`config.mk`:
```
export PLATFORM = sky130hd
export DESIGN_NAME = ffha_ctrl
export DESIGN_NICKNAME = d
export VERILOG_FILES = /design/src/rtl/ffha_pkg.sv /design/src/rtl/ffha_ctrl.sv
export VERILOG_INCLUDE_DIRS = /design/src /design/src/rtl
export SDC_FILE = /design/constraint.sdc
export NUM_CORES = 1
export LEC_CHECK = 0
export BUFFER_PORTS_ARGS = -buffer_cell sky130_fd_sc_hd__buf_2
export CAP_MARGIN = 20
export CORE_MARGIN = 2
export CORE_UTILIZATION = 38
export DETAILED_ROUTE_END_ITERATION = 16
export PLACE_DENSITY = 0.81
export REMOVE_ABC_BUFFERS = 1
export SETUP_SLACK_MARGIN = 0.4
export SLEW_MARGIN = 40
export SYNTH_ARGS = -nofsm -noshare
export SYNTH_HDL_FRONTEND = slang
export SYNTH_SLANG_ARGS = --single-unit
export TNS_END_PERCENT = 50
```
`constraint.sdc`:
```
create_clock -name clk -period 1 [get_ports clk]
set_input_delay 0.1 -clock clk [delete_from_list [all_inputs] [get_ports clk]]
set_output_delay 0.1 -clock clk [all_outputs]
set_load 0.1 [all_outputs]
```
`src/rtl/first_fit_heap_allocator_macros.svh`:
```
// Assertion helpers used by the allocator controller (ffha_ctrl).
`ifndef FIRST_FIT_HEAP_ALLOCATOR_MACROS_SVH
`define FIRST_FIT_HEAP_ALLOCATOR_MACROS_SVH

// Same-cycle implication, checked out of reset.
`define FFHA_ASSERT_IMP(label, ante, cons, msg) \
  label: assert property (@(posedge clk) disable iff (!rst_n) (ante) |-> (cons)) \
    else $error(msg);

// Next-cycle implication, checked out of reset.
`define FFHA_ASSERT_NXT(label, ante, cons, msg) \
  label: assert property (@(posedge clk) disable iff (!rst_n) (ante) |=> (cons)) \
    else $error(msg);

`endif

```
`src/rtl/ffha_pkg.sv`:
```
`default_nettype none
package ffha_pkg;

  typedef struct packed {
    logic        opcode;
    logic [15:0] request_size;
    logic [15:0] payload_address;
  } ffha_in_t;

  typedef struct packed {
    logic [2:0]  status;
    logic [11:0] result_address;
    logic [11:0] granted_size;
    logic [10:0] used_blocks;
  } ffha_out_t;

  localparam logic OP_ALLOC = 1'b0;
  localparam logic OP_FREE  = 1'b1;

  localparam logic [2:0] ST_OK       = 3'd0;
  localparam logic [2:0] ST_NOSPACE  = 3'd1;
  localparam logic [2:0] ST_ZERO     = 3'd2;
  localparam logic [2:0] ST_RANGE    = 3'd3;
  localparam logic [2:0] ST_NOTALLOC = 3'd4;
  localparam logic [2:0] ST_DOUBLE   = 3'd5;

  localparam int FIRST_HDR = 2;
  localparam int HDR_BYTES = 2;

  // Commands from the controller to the datapath.
  typedef struct packed {
    logic       load;
    logic       start;
    logic       walk_adv;
    logic       take;
    logic       split_wr;
    logic       free_mark;
    logic       cfirst;
    logic       cstep;
    logic       set_st;
    logic [2:0] st;
    logic       finish;
  } ffha_cmd_t;

  // Status from the datapath to the controller.
  typedef struct packed {
    logic is_free;
    logic zero_req;
    logic bad_range;
    logic hdr_free;
    logic fit;
    logic split;
    logic at_target;
    logic walk_end;
    logic cs_end;
  } ffha_stat_t;

endpackage
`default_nettype wire

```
`src/rtl/ffha_ctrl.sv`:
```
`default_nettype none
`include "first_fit_heap_allocator_macros.svh"
module ffha_ctrl (
  input  wire logic                 clk,
  input  wire logic                 rst_n,
  input  wire logic                 in_valid,
  output logic                      in_stall,
  output logic                      out_valid,
  input  wire logic                 out_stall,
  input  wire ffha_pkg::ffha_stat_t stat,
  output ffha_pkg::ffha_cmd_t       cmd
);
  import ffha_pkg::*;

  typedef enum logic [2:0] {
    S_IDLE, S_CHECK, S_WALK, S_SPLIT, S_CFIRST, S_CSTEP, S_DONE
  } state_t;

  state_t state_r, state_nxt;
  logic   out_valid_r, out_valid_nxt;
  logic   out_free;

  assign in_stall  = state_r != S_IDLE;
  assign out_valid = out_valid_r;
  assign out_free  = !out_valid_r || !out_stall;

  always_comb begin
    cmd           = '0;
    state_nxt     = state_r;
    out_valid_nxt = out_valid_r && out_stall;
    case (state_r)
      S_IDLE: begin
        if (in_valid) begin
          cmd.load  = 1'b1;
          state_nxt = S_CHECK;
        end
      end
      S_CHECK: begin
        if (!stat.is_free && stat.zero_req) begin
          cmd.set_st = 1'b1;
          cmd.st     = ST_ZERO;
          state_nxt  = S_DONE;
        end else if (stat.is_free && stat.bad_range) begin
          cmd.set_st = 1'b1;
          cmd.st     = ST_RANGE;
          state_nxt  = S_DONE;
        end else begin
          cmd.start = 1'b1;
          state_nxt = S_WALK;
        end
      end
      S_WALK: begin
        if (!stat.is_free && stat.fit) begin
          cmd.take   = 1'b1;
          cmd.set_st = 1'b1;
          cmd.st     = ST_OK;
          state_nxt  = stat.split ? S_SPLIT : S_DONE;
        end else if (stat.is_free && stat.at_target) begin
          cmd.set_st = 1'b1;
          if (stat.hdr_free) begin
            cmd.st    = ST_DOUBLE;
            state_nxt = S_DONE;
          end else begin
            cmd.st        = ST_OK;
            cmd.free_mark = 1'b1;
            cmd.start     = 1'b1;
            state_nxt     = S_CFIRST;
          end
        end else if (stat.walk_end) begin
          cmd.set_st = 1'b1;
          cmd.st     = stat.is_free ? ST_NOTALLOC : ST_NOSPACE;
          state_nxt  = S_DONE;
        end else begin
          cmd.walk_adv = 1'b1;
        end
      end
      S_SPLIT: begin
        cmd.split_wr = 1'b1;
        state_nxt    = S_DONE;
      end
      S_CFIRST: begin
        cmd.cfirst = 1'b1;
        state_nxt  = stat.walk_end ? S_DONE : S_CSTEP;
      end
      S_CSTEP: begin
        cmd.cstep = 1'b1;
        if (stat.cs_end) begin
          state_nxt = S_DONE;
        end
      end
      S_DONE: begin
        if (out_free) begin
          cmd.finish    = 1'b1;
          out_valid_nxt = 1'b1;
          state_nxt     = S_IDLE;
        end
      end
      default: begin
        state_nxt = S_IDLE;
      end
    endcase
  end

  always_ff @(posedge clk) begin
    if (!rst_n) begin
      state_r     <= S_IDLE;
      out_valid_r <= 1'b0;
    end else begin
      state_r     <= state_nxt;
      out_valid_r <= out_valid_nxt;
    end
  end

  `FFHA_ASSERT_NXT(a_result_held, out_valid_r && out_stall, out_valid_r, "result dropped")
  `FFHA_ASSERT_NXT(a_accept_check, in_valid && !in_stall, state_r == S_CHECK, "accept lost")
  `FFHA_ASSERT_IMP(a_finish_free, cmd.finish, out_free && state_r == S_DONE, "result overrun")
  `FFHA_ASSERT_IMP(a_one_write, cmd.take, !cmd.free_mark && !cmd.cstep, "write clash")

endmodule
`default_nettype wire
```
==> results of run 1 <==
==> synthesized netlist by cell type (3+ instances only) <==
| cell type | number | area [um2] |
|---|---|---|
| or3_1 | 3 | 18.8 |
| inv_1 | 4 | 15.0 |
| nor2_1 | 5 | 18.8 |
| dfxtp_1 | 4 | 80.1 |
| nand2_1 | 5 | 18.8 |
| a21oi_1 | 8 | 40.0 |
| buf_4 | 3 | 22.5 |
==> what timing repair did <==
| action | CTS |
|---|---|
| setup buffers | 8 |
| pin swaps | 11 |
| setup endpoints to repair | 19 |
| gates cloned | 0 |
| hold buffers | 0 |
| resized for setup | 31 |
| endpoints found under the hold margin | 0 |
==> kinds of logic after synthesis <==
logic type	synth area share [%]
multiplexers	4.03
AND/OR/NAND/NOR	45.8
flip-flops	16.1
AO/OA/AOI/OAI	21.9
buffers and inverters	12.1
==> through the flow <==
step           cell area (um2)  utilization, %  cells
3_3_place_gp               973            77.7    123
4_1_cts                   1160            92.3    134
2_1_floorplan              452               -     62
3_5_place_dp               973            77.7    123
==> summary.md, run 1 <==
| Metric | Value |
|---|---|
| Dpl ws | `-0.479 ns` |
| CTS sink cnt | `4` |
| Synthesized area | `497 um2` |
| # rows | `13` |
| Avg Cell Area, Syn | `between 7 and 8 um2` |
| DIE WIDTH | `40.2 um` |
| Worst setup endpoint GRT | `state_r[1]$_SDFFE_PN0P_/D` |
| WEP type | `register data pin` |
| Synth Warn # | `0` |
| Halt Reason | `[ERROR DPL-0038] Utilization greater than 100%, impossible to legalize` |
| Syn Inst Count | `67` |
| Post-synthesis async set-or-reset flop share | `0%` |
| Cts bufs inserted | `3` |
| H-tree depth | `1` |
| Largest net degree at the start of global routing | `9` |
| Number of top-level pins | `28` |
| DP HPWL | `1.50 mm` |
| Stop stage | `global routing (5_1_grt)` |
| Gp weighted congestion | `0.897` |
| EDFF count, synth | `0` |
| # port buffers | `27` |
| Root buffer cell | `clkbuf_4` |
| CTS Buffer Depth | `2` |
| Share of the yosys chip area belonging to registers | `16.1%` |
| Register bit total from synthesis | `4` |
| Netlist cell types | `33` |
| Die H | `40.2 um` |
| Initial Util | `39.7%` |
| Main flop type after synthesis | `dfxtp_1` |
| Outcome | `aborted with a tool error` |
==> run 2, diff against run 1 <==
--- a/config.mk
+++ b/config.mk
@@ -8,12 +8,11 @@
 export LEC_CHECK = 0
 export BUFFER_PORTS_ARGS = -buffer_cell sky130_fd_sc_hd__buf_2
 export CAP_MARGIN = 20
-export CORE_MARGIN = 2
-export CORE_UTILIZATION = 38
+export CORE_AREA = 2 2 63 65
 export DETAILED_ROUTE_END_ITERATION = 16
-export PLACE_DENSITY = 0.81
+export DIE_AREA = 0 0 65 67
+export PLACE_DENSITY_LB_ADDON = 0.15
 export REMOVE_ABC_BUFFERS = 1
-export SETUP_SLACK_MARGIN = 0.4
 export SLEW_MARGIN = 40
 export SYNTH_ARGS = -nofsm -noshare
 export SYNTH_HDL_FRONTEND = slang
==> constraint.sdc (replaced) <==
create_clock -name clk -period 1.3 [get_ports clk]
set_input_delay 0.13 -clock clk [delete_from_list [all_inputs] [get_ports clk]]
set_output_delay 0.13 -clock clk [all_outputs]
set_load 0.1 [all_outputs]
==> run 2 against run 1 <==
Compared with the run above: the flow now finishes, with violations (setup timing); synthesized cell count did not move; synthesized area did not move.
==> summary.md, run 2 <==
| Metric | Value |
|---|---|
| Via-to-Cell Ratio | `~4` |
| Design Area, Final | `1110 um2` |
| Initial Util | `13.8%` |
| Largest net degree at the start of global routing | `10` |
| Highest clock rate | `643 MHz` |
| # rows | `22` |
| Crit path kind | `reg2out` |
| Int Pwr | `roughly 1.2 mW` |
| Worst-Margin Slew | `0.488 ns` |
| Netlist cell types | `33` |
| Pwr Total | `between 2 and 3 mW` |
| Hold Path Origin | `stat[0]` |
| Commonest cells after routing, fill and taps aside | `18 x buf_4, 14 x buf_12, 13 x buf_2` |
| Placed Instance Area | `977 um2` |
| Mux contribution to synthesized area | `4.03%` |
| Worst-path clk slew | `0.03 ns` |
| XOR/XNOR Fraction of Synth Area | `0%` |
| EDFF count, synth | `0` |
| Layout area overhead | `123%` |
| Max Clock Skew | `0.00289 ns` |
| Final period util | `120%` |
| Syn Inst Count | `67` |
| Seq pwr share | `a little over 10%` |
| Adder-cell share of the synthesized area | `0%` |
| Max-cap violations | `0` |
| Register bit total from synthesis | `4` |
| Number of top-level pins | `28` |
| CTS Buffer Depth | `2` |
| Drt initial violations | `16` |
| Final hold vios | `0` |
| Synthesized area | `between 400 and 500 um2` |
| Detailed Routing Iterations Pass 1 | `4` |
| Gr usage total | `approximately 9%` |
| Max FO, Critical Path | `8` |
| # port buffers | `27` |
| TritonCTS clock tree | `yes` |
| Final setup fails | `14` |
| NetSw | `1.38 mW` |
| Die area | `~4400 um2` |
| Global-route wire length before repair | `3.03 mm` |
| Vias | `639` |
| Pwr dens | `2370 nW/um2` |
| Initial antenna violation count | `0` |
| CTS sink cnt | `4` |
| Main flop type after synthesis | `dfxtp_1` |
| Combinational fraction of design power | `approximately four fifths` |
| PnR worst setup slack | `-0.255 ns` |
| H-tree depth | `1` |
| Hold_ws | `0.186 ns` |
| Worst Path Arrival | `1.42 ns` |
| Outcome | `finished with violations` |
| Routed wire length | `approximately 1.8 mm` |
| R2R cell count | `4` |
| Post-synthesis compound-gate area fraction | `a little over a fifth` |
| DRT antenna net count | `0` |
| Setup_tns | `-2.10 ns` |
| Core ar. | `3610 um2` |
| Top reg by flops | `state_r` |
| Final Slew Violations | `0` |
| Synth Warn # | `0` |
| Reg-to-reg slack, setup | `-0.02 ns` |
| Final min period | `1.55 ns` |
| Min-Delay Path Depth | `3` |
| Critical path launch point type | `flip-flop` |
| RSZ-0062 raised after global routing | `true` |
| Leakage power | `0.471 nW` |
| Root buffer cell | `clkbuf_8` |
| Ant. Diodes | `0` |
| Most instantiated cells after synthesis | `8 x a21oi_1, 5 x nand2_1, 5 x nor2_1` |
| Worst R2R End | `state_r[2]` |
| Largest family of logic cells by synthesized area | `simple AND/OR/NAND/NOR gates` |
| Clock Power Share | `under 10%` |
| Slew headroom | `67.7%` |
| Cell with the most instances after synthesis | `a21oi_1` |
| GRT Residual Overflow | `0` |
| Commonest non-fill, non-tap cell in the layout | `buf_4` |
| R2R Path Start | `state_r[0]` |
| DP HPWL | `~1.4 mm` |
| Sw frac | `52.5%` |
| Average wire per standard cell | `11.3 um` |
| DIE WIDTH | `65 um` |
| Worst VDD drop | `0.651 mV` |
| Area contributors post-synth | `dfxtp_1 16%, a21oi_1 8.1%, and4bb_1 5.0%` |
| Largest area contributor in the netlist | `dfxtp_1` |
| Worst skew pair latency | `between 0.2 and 0.25 ns` |
| Avg Cell Area, Syn | `7.41 um2` |
| CTS Hold Bufs | `0` |
| Drt drc | `0` |
| CP endpoint kind | `primary output` |
| Failing checks | `setup timing` |
| Largest register FFs | `3` |
| Hold endpoint | `state_r[0]` |
| Gp weighted congestion | `between 0.7 and 0.8` |
| Simple-gate share of the synthesized area | `between 40% and 50%` |
| CP Data Required Time | `1.17 ns` |
| Cts bufs inserted | `3` |
| Post-synthesis async set-or-reset flop share | `0%` |
| Synth top area share | `between 10% and 20%` |
| Final-stage net count | `125` |
| Layout cells sized above 1 | `63.6%` |
| Share of the yosys chip area belonging to registers | `16.1%` |
| Vias in the first global route | `~680` |
| Die H | `67 um` |
| Min-delay worst type | `in2reg` |
==> run 2: worst max path at each step <==
stage / slack, ns / cells after the start / to / startpoint
after floorplan: -2.59 / 3 / cmd[4] / state_r[0]
after global placement: -0.18 / 4 / cmd[11] / state_r[1]
after detailed placement: -0.16 / 4 / cmd[4] / state_r[0]
after CTS: -0.25 / 4 / cmd[11] / state_r[0]
after global routing: -0.31 / 4 / cmd[11] / state_r[0]
final: -0.25 / 4 / cmd[3] / state_r[0]
==> run 2: worst max-delay path, stage by stage (launching register included) <==
cell and delay (ns):
dfxtp_4 0.35, and2b_2 0.30, nand2b_4 0.09, nor3b_2 0.25, buf_12 0.21
==> run 2: what timing repair did <==
action	CTS	global route
endpoints found under the setup margin	16	16
pin swaps	6	4
gates cloned	0	0
buffers inserted	2	0
resized for setup	19	4
==> run 2: logic make-up after synthesis <==
| group | after synthesis |
|---|---|
| buffers and inverters | 9 |
| AND/OR/NAND/NOR | 35 |
| flip-flops | 4 |
| multiplexers | 2 |
| AO/OA/AOI/OAI | 17 |
==> run 2: final cells by class <==
class | count | area (um2)
multi-input combinational | 54 | 422
sequential | 4 | 91.3
fill | 380 | 2500
tap | 48 | 60.1
clock buffer | 3 | 41.3
timing repair buffer | 45 | 480
inverter | 4 | 15.0
==> run 2: metrics by stage <==
stage               instances  setup slack (ns)  utilization, %
floorplan                  62             -2.59               -
finish                    158            -0.255            30.8
CTS                       158            -0.252            30.4
detailed placement        153            -0.163            27.1
global route              158            -0.314            30.8
global placement          153            -0.181            27.1
==> run 2: metal layers <==
metal | up-vias | part of all wire, % | global-route usage, %
li1 | 328 | - | -
met1 | 296 | 46 | 11.6
met2 | 13 | 49 | 14.6
met3 | 2 | 5.1 | 2.03
met4 | 0 | 0.56 | 3.19
met5 | - | 0 | 0
==> run 2: power by group through the flow <==
stage          combinational, mW  clock (mW)  sequential (mW)
5_1_grt                     2.21       0.275            0.279
6_report                    2.10       0.262            0.269
4_1_cts                     2.11       0.267            0.266
3_3_place_gp                1.98           0            0.245
3_5_place_dp                1.98           0            0.244
2_1_floorplan               1.10           0            0.264
Note: power is estimated with default switching activity, not from simulation.
==> run 3, diff against run 2 <==
--- a/config.mk
+++ b/config.mk
@@ -12,7 +12,6 @@
 export DETAILED_ROUTE_END_ITERATION = 16
 export DIE_AREA = 0 0 65 67
 export PLACE_DENSITY_LB_ADDON = 0.15
-export REMOVE_ABC_BUFFERS = 1
 export SLEW_MARGIN = 40
 export SYNTH_ARGS = -nofsm -noshare
 export SYNTH_HDL_FRONTEND = slang
==> run 3 against run 2 <==
Compared with the run above: highest routed layer unchanged; clock skew grew 0.00063 ns; the run still ends with setup timing left; non-clock buffer count shrank 2; maximum frequency grew 1.9%; register-to-register slack is essentially flat; die area is the same.
==> summary.md, run 3 (synthesis gave the netlist of run 2 again) <==
| Metric | Value |
|---|---|
| Outcome | `finished with violations` |
| Failing checks | `setup timing` |
| Initial Util | `between 10% and 20%` |
| Critical path launch point type | `flip-flop` |
| Crit path kind | `reg2out` |
| Root buffer cell | `clkbuf_8` |
| Number of top-level pins | `28` |
| # rows | `22` |
| DRT antenna net count | `0` |
| Worst skew pair latency | `0.22 ns` |
| Slew headroom | `68.0%` |
| Initial antenna violation count | `0` |
| Die area | `~4400 um2` |
| Worst-path clk slew | `roughly 0.03 ns` |
| CP endpoint kind | `primary output` |
| Routed wire length | `1.76 mm` |
| Drt drc | `0` |
| GRT Residual Overflow | `0` |
| Worst Path Arrival | `1.40 ns` |
| DIE WIDTH | `65 um` |
| Gr usage total | `8.69%` |
| Max FO, Critical Path | `6` |
| Placed Instance Area | `1010 um2` |
| Vias | `649` |
| Fill cell instance count of the final layout | `378` |
| Largest register FFs | `3` |
| Clock Power Share | `between 9 and 10%` |
| Top reg by flops | `state_r` |
| Worst VDD drop | `0.485 mV` |
| Core ar. | `3610 um2` |
| Pwr Total | `2.77 mW` |
| TritonCTS clock tree | `yes` |
| NetSw | `1.45 mW` |
| Final setup fails | `15` |
| Highest clock rate | `655 MHz` |
| Gp weighted congestion | `between 0.7 and 0.8` |
| Largest net degree at the start of global routing | `14` |
| Layout area overhead | `137%` |
| PnR worst setup slack | `-0.226 ns` |
| Global-route wire length before repair | `2.91 mm` |
| Int Pwr | `about 1.3 mW` |
| Min-delay worst type | `in2reg` |
| Final period util | `117%` |
| CTS Hold Bufs | `0` |
| Drt initial violations | `17` |
| Final-stage net count | `about 120` |
| Layout cells sized above 1 | `66.7%` |
| Design Area, Final | `about 1200 um2` |
| H-tree depth | `1` |
| Commonest cells after routing, fill and taps aside | `14 x buf_2, 14 x buf_12, 11 x buf_4` |
| CTS sink cnt | `4` |
| RSZ-0062 raised after global routing | `true` |
| Sw frac | `52.4%` |
| Seq pwr share | `9.8%` |
| Final min period | `1.53 ns` |
| DP HPWL | `1.39 mm` |
| Final Slew Violations | `0` |
| Detailed Routing Iterations Pass 1 | `4` |
| # port buffers | `27` |
| Die H | `about 67 um` |
| CTS Buffer Depth | `2` |
| Via-to-Cell Ratio | `roughly 4.2` |
| Max-cap violations | `0` |
| Final hold vios | `0` |
| Combinational fraction of design power | `80.5%` |
| Ant. Diodes | `0` |
| Leakage power | `0.479 nW` |
| Max Clock Skew | `roughly 0.0035 ns` |
| Worst-Margin Slew | `0.483 ns` |
| Cts bufs inserted | `3` |
| Pwr dens | `~2300 nW/um2` |
| Average wire per standard cell | `11.3 um` |
| Syn Nets | `80` |
| CP Data Required Time | `roughly 1.2 ns` |
| Vias in the first global route | `610` |
-- run 3: repair_timing --
| item | 4_1_cts | 5_1_grt |
|---|---|---|
| gates resized for setup | 16 | 6 |
| buffers inserted | 6 | 1 |
| pin swaps | 9 | 6 |
| endpoints found under the setup margin | 16 | 17 |
-- run 3: power groups by stage --
| stage | clock network, mW | logic [mW] | registers [mW] |
|---|---|---|---|
| after floorplan | 0 | 1.39 | 0.207 |
| after global placement | 0 | 2.02 | 0.252 |
| after detailed placement | 0 | 2.02 | 0.259 |
| after CTS | 0.273 | 2.17 | 0.268 |
| after global routing | 0.280 | 2.33 | 0.283 |
| final | 0.268 | 2.23 | 0.272 |
-- run 3: layer usage --
layer | vias up | wire length (um) | track usage [%]
met5 | - | 0 | 0
met4 | 0 | 21 | 3.19
met3 | 2 | 107 | 2.36
met2 | 18 | 831 | 13.8
met1 | 300 | 800 | 11.2
li1 | 329 | - | -
-- run 3: through the flow --
step	setup slack, ns	util (%)	cells	hold WS [ns]	TNS [ns]
detailed placement	-0.120	28.1	146	0.429	-0.754
global route	-0.278	32.7	156	0.227	-2.95
global placement	-0.104	28.1	146	0.443	-0.697
finish	-0.226	32.7	156	0.210	-2.11
CTS	-0.234	31.6	155	0.207	-2.38
floorplan	-0.709	-	67	0.276	-5.00
-- run 3: layout make-up --
class / count / area [um2] / share of cell area, %
repair buffers: 43 / 478 / 40.6
multi-input cells: 54 / 492 / 41.7
inverters: 4 / 15.0 / 1.27
clock buffers: 3 / 41.3 / 3.50
flip-flops and latches: 4 / 92.6 / 7.86
well taps: 48 / 60.1 / 5.10
-- run 3: final timing paths --
check	cells past startpoint	slack, ns	from	end
hold reg to reg	2	0.52	out_valid	out_valid
hold / removal	3	0.21	stat[0]	state_r[0]
setup / recovery	4	-0.23	state_r[1]	cmd[12]
setup reg to reg	5	-0.03	state_r[0]	state_r[2]
-- run 3: critical path: stages, from the launching register on --
cell	delay [ns]
dfxtp_4	0.36
buf_6	0.11
or3_4	0.41
nor2_4	0.11
buf_12	0.18
